`src/rtl/core/fr_pkg.sv`:
```
package fr_pkg;

  // Field widths of the request and result items
  localparam int unsigned ModeW  = 2;
  localparam int unsigned PosW   = 11;
  localparam int unsigned DeltaW = 16;
  localparam int unsigned SumW   = 32;

  // Walk index: one bit above a position so that a climb step cannot wrap
  localparam int unsigned IdxW   = PosW + 1;

  // Active size after reset
  localparam logic [PosW-1:0] SizeReset = PosW'(1024);

  // Request modes
  localparam logic [ModeW-1:0] MODE_ADD   = 2'd0;
  localparam logic [ModeW-1:0] MODE_QUERY = 2'd1;
  localparam logic [ModeW-1:0] MODE_CLEAR = 2'd2;

  typedef enum logic [2:0] {
    ST_CLEAR,
    ST_IDLE,
    ST_ADD_RD,
    ST_ADD_WR,
    ST_Q_RIGHT,
    ST_Q_LEFT,
    ST_Q_DONE
  } state_e;

  // Controller to datapath
  typedef struct packed {
    logic load_add;    // latch an add request, walk starts at position
    logic load_query;  // latch a query request, walk starts at clamped right end
    logic load_below;  // switch the walk to the lower prefix
    logic rd_walk;     // read node at index and step down
    logic walk_sub;    // that read is subtracted
    logic add_wr;      // write node plus amount and step up
    logic clr_init;    // restart the clearing sweep
    logic clr_wr;      // zero one node of the sweep
    logic out_load;    // move the sum into the output register
  } ctrl_cmd_t;

  // Datapath to controller
  typedef struct packed {
    logic x_zero;      // walk index is zero
    logic add_stop;    // climb has left the active range
    logic clr_last;    // sweep is at the last node
    logic out_free;    // output register can take a result this cycle
  } dp_status_t;

endpackage

```
`src/rtl/core/fr_ctrl.sv`:
```
module fr_ctrl (
  input  logic                        clk_i,
  input  logic                        rst_ni,
  input  logic                        in_valid_i,
  output logic                        in_stall_o,
  input  logic [fr_pkg::ModeW-1:0]    mode_i,
  input  fr_pkg::dp_status_t          status_i,
  output fr_pkg::ctrl_cmd_t           cmd_o
);

  fr_pkg::state_e state_q, state_d;

  // State register; reset starts with a sweep that zeroes the tree
  always_ff @(posedge clk_i or negedge rst_ni) begin
    if (!rst_ni) begin
      state_q <= fr_pkg::ST_CLEAR;
    end else begin
      state_q <= state_d;
    end
  end

  // Next state
  always_comb begin
    state_d = state_q;
    case (state_q)
      fr_pkg::ST_IDLE: begin
        if (in_valid_i) begin
          case (mode_i)
            fr_pkg::MODE_ADD:   state_d = fr_pkg::ST_ADD_RD;
            fr_pkg::MODE_QUERY: state_d = fr_pkg::ST_Q_RIGHT;
            fr_pkg::MODE_CLEAR: state_d = fr_pkg::ST_CLEAR;
            default:            state_d = fr_pkg::ST_IDLE;
          endcase
        end
      end
      fr_pkg::ST_ADD_RD: begin
        state_d = status_i.add_stop ? fr_pkg::ST_IDLE : fr_pkg::ST_ADD_WR;
      end
      fr_pkg::ST_ADD_WR: begin
        state_d = fr_pkg::ST_ADD_RD;
      end
      fr_pkg::ST_Q_RIGHT: begin
        if (status_i.x_zero) begin
          state_d = fr_pkg::ST_Q_LEFT;
        end
      end
      fr_pkg::ST_Q_LEFT: begin
        if (status_i.x_zero) begin
          state_d = fr_pkg::ST_Q_DONE;
        end
      end
      fr_pkg::ST_Q_DONE: begin
        if (status_i.out_free) begin
          state_d = fr_pkg::ST_IDLE;
        end
      end
      fr_pkg::ST_CLEAR: begin
        if (status_i.clr_last) begin
          state_d = fr_pkg::ST_IDLE;
        end
      end
      default: state_d = fr_pkg::ST_IDLE;
    endcase
  end

  // Commands
  always_comb begin
    cmd_o      = '0;
    in_stall_o = (state_q != fr_pkg::ST_IDLE);
    case (state_q)
      fr_pkg::ST_IDLE: begin
        if (in_valid_i) begin
          cmd_o.load_add   = (mode_i == fr_pkg::MODE_ADD);
          cmd_o.load_query = (mode_i == fr_pkg::MODE_QUERY);
          cmd_o.clr_init   = (mode_i == fr_pkg::MODE_CLEAR);
        end
      end
      fr_pkg::ST_ADD_WR: begin
        cmd_o.add_wr = 1'b1;
      end
      fr_pkg::ST_Q_RIGHT: begin
        cmd_o.rd_walk    = !status_i.x_zero;
        cmd_o.load_below = status_i.x_zero;
      end
      fr_pkg::ST_Q_LEFT: begin
        cmd_o.rd_walk  = !status_i.x_zero;
        cmd_o.walk_sub = 1'b1;
      end
      fr_pkg::ST_Q_DONE: begin
        cmd_o.out_load = status_i.out_free;
      end
      fr_pkg::ST_CLEAR: begin
        cmd_o.clr_wr = 1'b1;
      end
      default: cmd_o = '0;
    endcase
  end

endmodule

```
`config.mk`:
```
export PLATFORM = sky130hd
export DESIGN_NAME = fr_ctrl
export DESIGN_NICKNAME = d
export VERILOG_FILES = /design/src/rtl/core/fr_pkg.sv /design/src/rtl/core/fr_ctrl.sv
export SDC_FILE = /design/constraint.sdc
export NUM_CORES = 1
export LEC_CHECK = 0
export BUFFER_PORTS_ARGS = -buffer_cell sky130_fd_sc_hd__buf_2
export CAP_MARGIN = 20
export CORE_AREA = 2 2 39 41
export DETAILED_ROUTE_END_ITERATION = 10
export DIE_AREA = 0 0 41 43
export GPL_TIMING_DRIVEN = 0
export SLEW_MARGIN = 0
export SYNTH_ARGS = -nofsm -noshare
export SYNTH_HDL_FRONTEND = slang
export SYNTH_SLANG_ARGS = --single-unit
```
`constraint.sdc`:
```
create_clock -name clk_i -period 1.05 [get_ports clk_i]
set_input_delay 0.0525 -clock clk_i [delete_from_list [all_inputs] [get_ports clk_i]]
set_output_delay 0.0525 -clock clk_i [all_outputs]
set_load 0.005 [all_outputs]
```
==> out/results.ini, run 1 <==
[finish]
n_antenna_cell=0
largest_reg_flops=3
area_growth_syn_to_layout_pct=66.4
final_cell_mix=18 x buf_2, 6 x buf_4
top_register=state_q
top_regs=state_q (3)
fill_cells=154
multi_input_comb_area_sq_um=243
drive_above_1_share=0.594
regArea_sq_um=76.3
mostFrequentLayoutCell=buf_2
nets=79

[drt]
drtIter0Drc=5
firstDrtPassIters=4
wl_per_cell_microns=11.2
dr_wl_met2_microns=492
wl_met1_microns=386
drc=0
ant_nets=0
highest_layer=met4
wl_met3_microns=55
totalWireLength_microns=954
num_vias=417
via_per_inst=4.91

[timing]
slew_viol_final=0
tightest_slew_ps=226
fin_skew_ps=6.85
max_freq_mhz=774
slew_headroom=0.847
hold_viol=0
grt_setup_unrepaired=true
finalCritPeriodShare=1.23
timing.final.ws_setup_ps=-242
finalCriticalPeriod_ps=1290
setup_violations=13

[critical_path]
reg2reg_to=state_q[0]
crit_arrival_ps=1240
required_ps=1000
startpoint_type=flip-flop
worstPathMaxFanout=5
r2r_start=state_q[2]
crit_type=reg2out
r2r_slack_ps=-210
end_kind=primary output
r2r_cells=5

[placement]
globalplace.congestion=0.746
port_buffers=18
pre_cts_ws_ps=-96.8
dpl.hpwl_microns=602

[power_and_ir_drop]
vdd_drop_max_v=0.000724
power_w=0.00140
p_per_area_nw_per_um2=2540
cellLeakagePower_nw=0.273

[floorplan]
ios=19
fp.dieW_microns=41
fp.dieH_microns=43
start_util=0.240
rows=14
fp.coreArea_sq_um=1380
die_area_sq_um=1760

[cts]
cts.clk_slew.worst_paths_ps=40
clk-insertion-delay-late_ps=240
htreeDepth=1
clkSinkCount=3
cts_buffers=3
ctsRootBufferMaster=clkbuf_4
cts_tree=built
clock_path_buffers=2

[grt]
grt_usage=0.144
grt_start_max_net_pins=11
antenna_found_initial=0
grt_pass1_vias=393
grt_first_pass_wirelength_microns=1610
overflow=0

[yosys]
postSynthAreaPerCell_sq_um=8.29
synthesis.nets=49
synth-seq-cells=3
synth_warnings=0
syn_inst=40
syn_area_sq_um=332
seq_area_frac_synth=0.226
synth.distinct_cells=26

[status]
status=finished, violations left
violations=setup timing

[worst_hold_path]
hold_class=in2async

[run]
cap_violations=0

-- per-stage QoR --
stage          hold WS, ps  instance area, sq um   util  instances  setup TNS, ps
2_1_floorplan         -243                   332      -         40          -33.4
3_3_place_gp          -151                   442  0.319         74           -226
3_5_place_dp          -149                   442  0.319         74           -283
4_1_cts                135                   538  0.389         84          -1780
5_1_grt                147                   552  0.399         85          -2670
6_report               133                   552  0.399         85          -1700
-- final cells by class --
type	instances	share of cell area
buffer	3	0.0612
multi-input combinational	32	0.440
tap	16	0.0363
clock buffer	4	0.0476
inverter	2	0.0136
timing repair buffer	25	0.263
sequential	3	0.138
-- repair_timing --
action                     in CTS  in global routing
hold buffers                    1                  0
hold endpoints to repair        3                  0
resized for setup               6                  1
pin swaps                       5                  0
setup buffers                   5                  1
setup endpoints to repair      13                 13
-- how the worst max path moves through the flow --
| stage | to | start | slack (ps) | cells after the start |
|---|---|---|---|---|
| 2_1_floorplan | state_q[0] | state_q[2] | -30 | 4 |
| 3_3_place_gp | state_q[0] | state_q[2] | -70 | 4 |
| 3_5_place_dp | cmd_o[2] | state_q[2] | -100 | 5 |
| 4_1_cts | cmd_o[8] | state_q[2] | -250 | 5 |
| 5_1_grt | cmd_o[2] | state_q[2] | -320 | 5 |
| 6_report | cmd_o[2] | state_q[2] | -240 | 5 |
-- report_power, final --
| part | switching, W | internal (W) |
|---|---|---|
| Sequential | 0.0000524 | 0.000176 |
| Clock | 0.0000685 | 0.000143 |
| Combinational | 0.000430 | 0.000530 |
| Total | 0.000551 | 0.000849 |
-- Yosys cell counts --
library cell / count / area (sq um)
nor2_1: 4 / 15.0
dfrtp_1: 3 / 75.1
a21oi_1: 2 / 10.0
nor3_1: 4 / 20.0
nor3b_2: 1 / 12.5
buf_4: 1 / 7.51
nor4b_2: 1 / 15.0
o311ai_1: 1 / 8.76
o21ai_0: 1 / 5.00
nor4_1: 1 / 6.26
and2b_1: 1 / 7.51
mux2i_1: 1 / 10.0
or2_2: 1 / 6.26
buf_6: 2 / 22.5
o22ai_2: 1 / 12.5
nand2_1: 3 / 11.3
mux2_4: 1 / 15.0
o21ai_1: 2 / 10.0
o31a_1: 1 / 8.76
nor3b_1: 1 / 7.51
and3_1: 1 / 6.26
nand3b_1: 1 / 7.51
nand4b_1: 1 / 8.76
nand2_2: 1 / 6.26
inv_1: 2 / 7.51
and3b_1: 1 / 8.76
-- logic make-up (layout without fill, tap and decap cells) --
family,count (synthesis),after routing,synth area share
buffers and inverters,5,34,0.113
AOI/OAI and AO/OA,8,8,0.166
DFF,3,3,0.226
muxes,2,2,0.0755
and+or+nand+nor,22,22,0.419
-- per-layer routing --
layer / up-vias / GRT usage
li1: 204 / -
met2: 14 / 0.222
met1: 197 / 0.135
met4: 0 / 0.140
met3: 2 / 0.0471
met5: - / 0
-- critical path, cell delays in order, from the launching register on --
cell and delay [ps]:
dfrtp_1 360, buf_6 130, nor2_4 80, nand2_2 80
nor4b_2 200, buf_2 150
No activity file was read; power rests on OpenSTA's default activity.
==> run 2: changes to the inputs <==
Clock period 1.05 ns to 1.3 ns, I/O delays scaled along.
==> out/results.ini, run 2 (synthesis gave the netlist of run 1 again) <==
[drt]
drc=0  ; unchanged
drtIter0Drc=0  ; -5
ant_nets=0  ; unchanged
firstDrtPassIters=1  ; -3
totalWireLength_microns=868  ; -9.0%
wl_per_cell_microns=10.5  ; -6.8%
num_vias=383  ; -8.2%
via_per_inst=4.61  ; -5.9%

[critical_path]
path_cells=buf_6 > nor2_4 > nand2_4 > nor4b_2 > buf_2
crit_buf_inv=2  ; unchanged
path_delay_family=flip-flops
crit_arrival_ps=1230  ; about the same
end_kind=primary output
worst_path_max_delay_cell=dfrtp_1
reg2reg_to=state_q[0]
r2r_slack_ps=50  ; +260 ps
required_ps=1240  ; +240 ps
startpoint_type=flip-flop
r2r_cells=5  ; unchanged
worstPathMaxFanout=6  ; +1
crit_type=reg2out
crit_path_max_incr_delay_ps=360  ; about the same
r2r_start=state_q[2]

[cts]
cts_tree=built
clk-insertion-delay-late_ps=230  ; about the same
ctsRootBufferMaster=clkbuf_4
htreeDepth=1  ; unchanged
clock_path_buffers=2  ; unchanged
clkSinkCount=3  ; unchanged
cts_buffers=3  ; unchanged
cts.clk_slew.worst_paths_ps=40  ; about the same

[finish]
fin_cells=83  ; -2.4%
fin_area_sq_um=528  ; -4.3%
fill_cells=145  ; -5.8%
drive_above_1_share=0.552  ; -0.0420
largest_reg_flops=3  ; unchanged
mostFrequentLayoutCell=buf_2
n_antenna_cell=0  ; unchanged
regArea_sq_um=76.3  ; unchanged
nets=77  ; -2.5%
top_register=state_q
multi_input_comb_area_sq_um=238  ; -2.1%
top_regs=state_q (3)
area_growth_syn_to_layout_pct=59.2
final_cell_mix=18 x buf_2, 5 x buf_4, 4 x nor3_1

[grt]
grt_start_max_net_pins=11  ; unchanged
grt_pass1_vias=336  ; -15%
grt_first_pass_wirelength_microns=1370  ; -15%
antenna_found_initial=0  ; unchanged
grt_usage=0.114  ; -0.0302
overflow=0  ; unchanged

[timing]
holdWs_ps=152  ; +19.6 ps
tightest_slew_ps=260  ; +34.4 ps
grt_setup_unrepaired=true
hold_viol=0  ; unchanged
setup_violations=0  ; -13
setup-tns-final_ps=0  ; +1700 ps
max_freq_mhz=770
finalCriticalPeriod_ps=1300
slew_headroom=0.824  ; -0.0233
finalCritPeriodShare=0.999
fin_skew_ps=0.0755  ; -6.77 ps
slew_viol_final=0  ; unchanged

[power_and_ir_drop]
power_frac_comb=0.675  ; -0.011
p_per_area_nw_per_um2=2030  ; -20%
cellLeakagePower_nw=0.265  ; -2.8%
power_w=0.00107  ; -24%
vdd_drop_max_v=0.000613  ; -15%
p_int_w=0.000645  ; -24%
p_clk_frac=0.152  ; about the same
seq_power_share=0.174  ; +0.011
sw_frac_of_total=0.397  ; +0.00299
p_switching_w=0.000424  ; -23%

[worst_hold_path]
hold_class=in2reg
hold_path_depth=4
hp-start=status_i[2]
min_to=state_q[1]

[floorplan]
start_util=0.240  ; unchanged
die_area_sq_um=1760  ; unchanged
rows=14  ; unchanged
fp.dieW_microns=41  ; unchanged
fp.coreArea_sq_um=1380  ; unchanged
fp.dieH_microns=43  ; unchanged
ios=19  ; unchanged

[placement]
placed_cell_area_sq_um=442  ; unchanged
dpl.hpwl_microns=621  ; +3.2%
post-place-cells=74  ; unchanged
globalplace.congestion=0.746  ; about the same
port_buffers=18  ; unchanged

[run]
cap_violations=0  ; unchanged

[status]
status=complete, no violations

[run 2: changes by cell type in the layout (fill, tap and decap cells not counted)]
cell and change:
buf_6 -1, nand2_2 -1, nor3_2 -1, nor3_1 +1
buf_4 -1, nor3b_1 +1, nand2_4 +1, nor3b_2 -1
[run 2: worst max path at each step]
stage	startpoint	end	cells after the start
after CTS	state_q[2]	cmd_o[2]	5
after global routing	state_q[2]	cmd_o[2]	5
after global placement	state_q[2]	cmd_o[2]	5
final	state_q[2]	cmd_o[2]	5
after detailed placement	state_q[2]	cmd_o[2]	5
after floorplan	state_q[2]	state_q[0]	4
[run 2: metrics by stage]
| stage | setup WS (ps) | util |
|---|---|---|
| after CTS | -3.54 | 0.367 |
| final | 1.11 | 0.382 |
| after global placement | 172 | 0.319 |
| after detailed placement | 152 | 0.319 |
| after global routing | -55.2 | 0.382 |
| after floorplan | 217 | - |
[run 2: worst reg2reg max path: stages, from the launching register on]
cell	delay, ps
dfrtp_1	360
buf_6	130
buf_4	130
mux2_4	290
o22ai_2	130
o21ai_1	70
[run 2: power by group through the flow]
stage	logic (W)	registers, W	clock network [W]
2_1_floorplan	0.000443	0.000171	0
3_3_place_gp	0.000596	0.000178	0
3_5_place_dp	0.000600	0.000178	0
4_1_cts	0.000685	0.000184	0.000165
5_1_grt	0.000797	0.000193	0.000177
6_report	0.000721	0.000186	0.000162
[run 2: timing repair]
action | CTS | global route
setup buffers | 3 | 1
setup endpoints to repair | 3 | 6
hold buffers | 1 | 0
pin swaps | 1 | 0
hold endpoints to repair | 3 | 0
gates resized for setup | 2 | 3
[run 2: routing by layer]
metal	global-route usage	up-vias	routed length (microns)
met5	0	-	0
met4	0.0600	0	0
met3	0.0524	0	69
met2	0.169	16	437
met1	0.129	165	361
li1	-	202	-
[run 2: layout make-up]
cell class	count	share of cell area
Buffer	3	0.0569
Clock buffer	4	0.0498
Inverter	2	0.0142
Multi-Input combinational cell	32	0.450
Sequential cell	3	0.145
Tap cell	16	0.0379
Timing Repair Buffer	23	0.246
==> run 3: changes to the inputs <==
Settings changed: CTS_BUF_LIST set to sky130_fd_sc_hd__clkbuf_4 sky130_fd_sc_hd__clkbuf_8.
==> out/results.ini, run 3 (synthesis gave the netlist of run 1 again) <==
[status]
status=complete, no violations

[cts]
clk-insertion-delay-late_ps=230  ; about the same
clock_path_buffers=2  ; unchanged
cts_tree=built
htreeDepth=1  ; unchanged
ctsRootBufferMaster=clkbuf_4
cts_buffers=3  ; unchanged
cts.clk_slew.worst_paths_ps=40  ; about the same
clkSinkCount=3  ; unchanged

[floorplan]
die_area_sq_um=1760  ; unchanged
start_util=0.240  ; unchanged
rows=14  ; unchanged
ios=19  ; unchanged
fp.coreArea_sq_um=1380  ; unchanged
fp.dieW_microns=41  ; unchanged
fp.dieH_microns=43  ; unchanged

[finish]
final_cell_mix=18 x buf_2, 5 x buf_4, 4 x nor3_1, 4 x clkbuf_4
fin_area_sq_um=532  ; +0.71%
top_register=state_q
mostFrequentLayoutCell=buf_2
top_regs=state_q (3)
multi_input_comb_area_sq_um=238  ; unchanged
nets=77  ; unchanged
drive_above_1_share=0.567  ; +0.0149
fill_cells=145  ; unchanged
n_antenna_cell=0  ; unchanged
largest_reg_flops=3  ; unchanged
regArea_sq_um=76.3  ; unchanged
area_growth_syn_to_layout_pct=60.4

[critical_path]
crit_buf_inv=2  ; unchanged
startpoint_type=flip-flop
worst_path_max_delay_cell=dfrtp_1
path_delay_family=flip-flops
required_ps=1240  ; about the same
crit_arrival_ps=1230  ; about the same
worstPathMaxFanout=6  ; unchanged
r2r_cells=5  ; unchanged
end_kind=primary output
crit_path_max_incr_delay_ps=360  ; about the same
cp.depth=5  ; unchanged
crit_type=reg2out
path_cells=buf_6 > nor2_4 > nand2_4 > nor4b_2 > buf_2

[grt]
overflow=0  ; unchanged
grt_start_max_net_pins=11  ; unchanged
antenna_found_initial=0  ; unchanged
grt_pass1_vias=336  ; unchanged
grt_first_pass_wirelength_microns=1370  ; unchanged
grt_usage=0.114  ; unchanged

[drt]
firstDrtPassIters=1  ; unchanged
totalWireLength_microns=868  ; unchanged
drc=0  ; unchanged
num_vias=383  ; unchanged
via_per_inst=4.61  ; unchanged
drtIter0Drc=0  ; unchanged
ant_nets=0  ; unchanged
wl_per_cell_microns=10.5  ; unchanged

[worst_hold_path]
hold_class=in2reg
hold_path_depth=4  ; unchanged

[timing]
finalCritPeriodShare=0.999  ; unchanged
slew_viol_final=0  ; unchanged
hold_viol=0  ; unchanged
tightest_slew_ps=260  ; unchanged
setup-tns-final_ps=0  ; unchanged
setup_violations=0  ; unchanged
fin_skew_ps=0.100  ; +0.0249 ps
grt_setup_unrepaired=true
slew_headroom=0.824  ; unchanged
max_freq_mhz=770  ; unchanged
finalCriticalPeriod_ps=1300  ; unchanged

[power_and_ir_drop]
cellLeakagePower_nw=0.268  ; +1.3%
vdd_drop_max_v=0.000629  ; +2.5%
p_per_area_nw_per_um2=2050  ; +1.2%

[placement]
dpl.hpwl_microns=621  ; unchanged
port_buffers=18  ; unchanged
globalplace.congestion=0.746  ; unchanged
placed_cell_area_sq_um=442  ; unchanged

[run]
cap_violations=0  ; unchanged

## run 3: worst reg2reg max path, delay by kind of cell, from the launching register on
family,cells,cell delay [ps]
buf+inv,2,260
mux,1,290
compound gates,2,200
flops,1,360
## run 3: what timing repair did
| item | CTS | global route |
|---|---|---|
| setup endpoints to repair | 3 | 6 |
| hold buffers | 1 | 0 |
| gates resized for setup | 2 | 3 |
| setup buffers | 3 | 1 |
| pin swaps | 1 | 0 |
| endpoints found under the hold margin | 3 | 0 |
## run 3: cell type report
class,count,share of cell area
buffer,3,0.0565
clock buffer,4,0.0565
inverter,2,0.0141
multi-input combinational,32,0.447
sequential,3,0.144
tap,16,0.0376
timing repair buffer,23,0.245
## run 3: path summary, 6_finish.rpt
path / start / endpoint / slack [ps]
max: state_q[2] / cmd_o[2] / 1
min: status_i[2] / state_q[1] / 150
max reg2reg: state_q[2] / state_q[0] / 50
min reg2reg: state_q[0] / state_q[0] / 680
max in group asynchronous: rst_ni / state_q[1] / 1030
min in group asynchronous: rst_ni / state_q[0] / 160
## run 3: stage by stage
step / total power, W / hold WS [ps] / instances / util / worst slack [ps]
global route: 0.00119 / 167 / 83 / 0.384 / -55.2
global placement: 0.000774 / -139 / 74 / 0.319 / 172
CTS: 0.00105 / 154 / 82 / 0.370 / -3.54
detailed placement: 0.000778 / -137 / 74 / 0.319 / 152
floorplan: 0.000614 / -231 / 40 / - / 217
finish: 0.00109 / 152 / 83 / 0.384 / 1.11
## run 3: per-layer routing
metal / part of all wire / global-route usage / up-vias / wire length, microns
met2: 0.50 / 0.169 / 16 / 436
met4: 0 / 0.0600 / 0 / 0
met5: 0 / 0 / - / 0
met1: 0.42 / 0.129 / 165 / 362
met3: 0.079 / 0.0524 / 0 / 69
li1: - / - / 202 / -
## run 3: power breakdown
| group | switching (W) | internal, W | total [W] |
|---|---|---|---|
| combinational | 0.000333 | 0.000388 | 0.000721 |
| clock | 0.0000475 | 0.000136 | 0.000183 |
| sequential | 0.0000438 | 0.000142 | 0.000186 |
| total | 0.000425 | 0.000666 | 0.00109 |
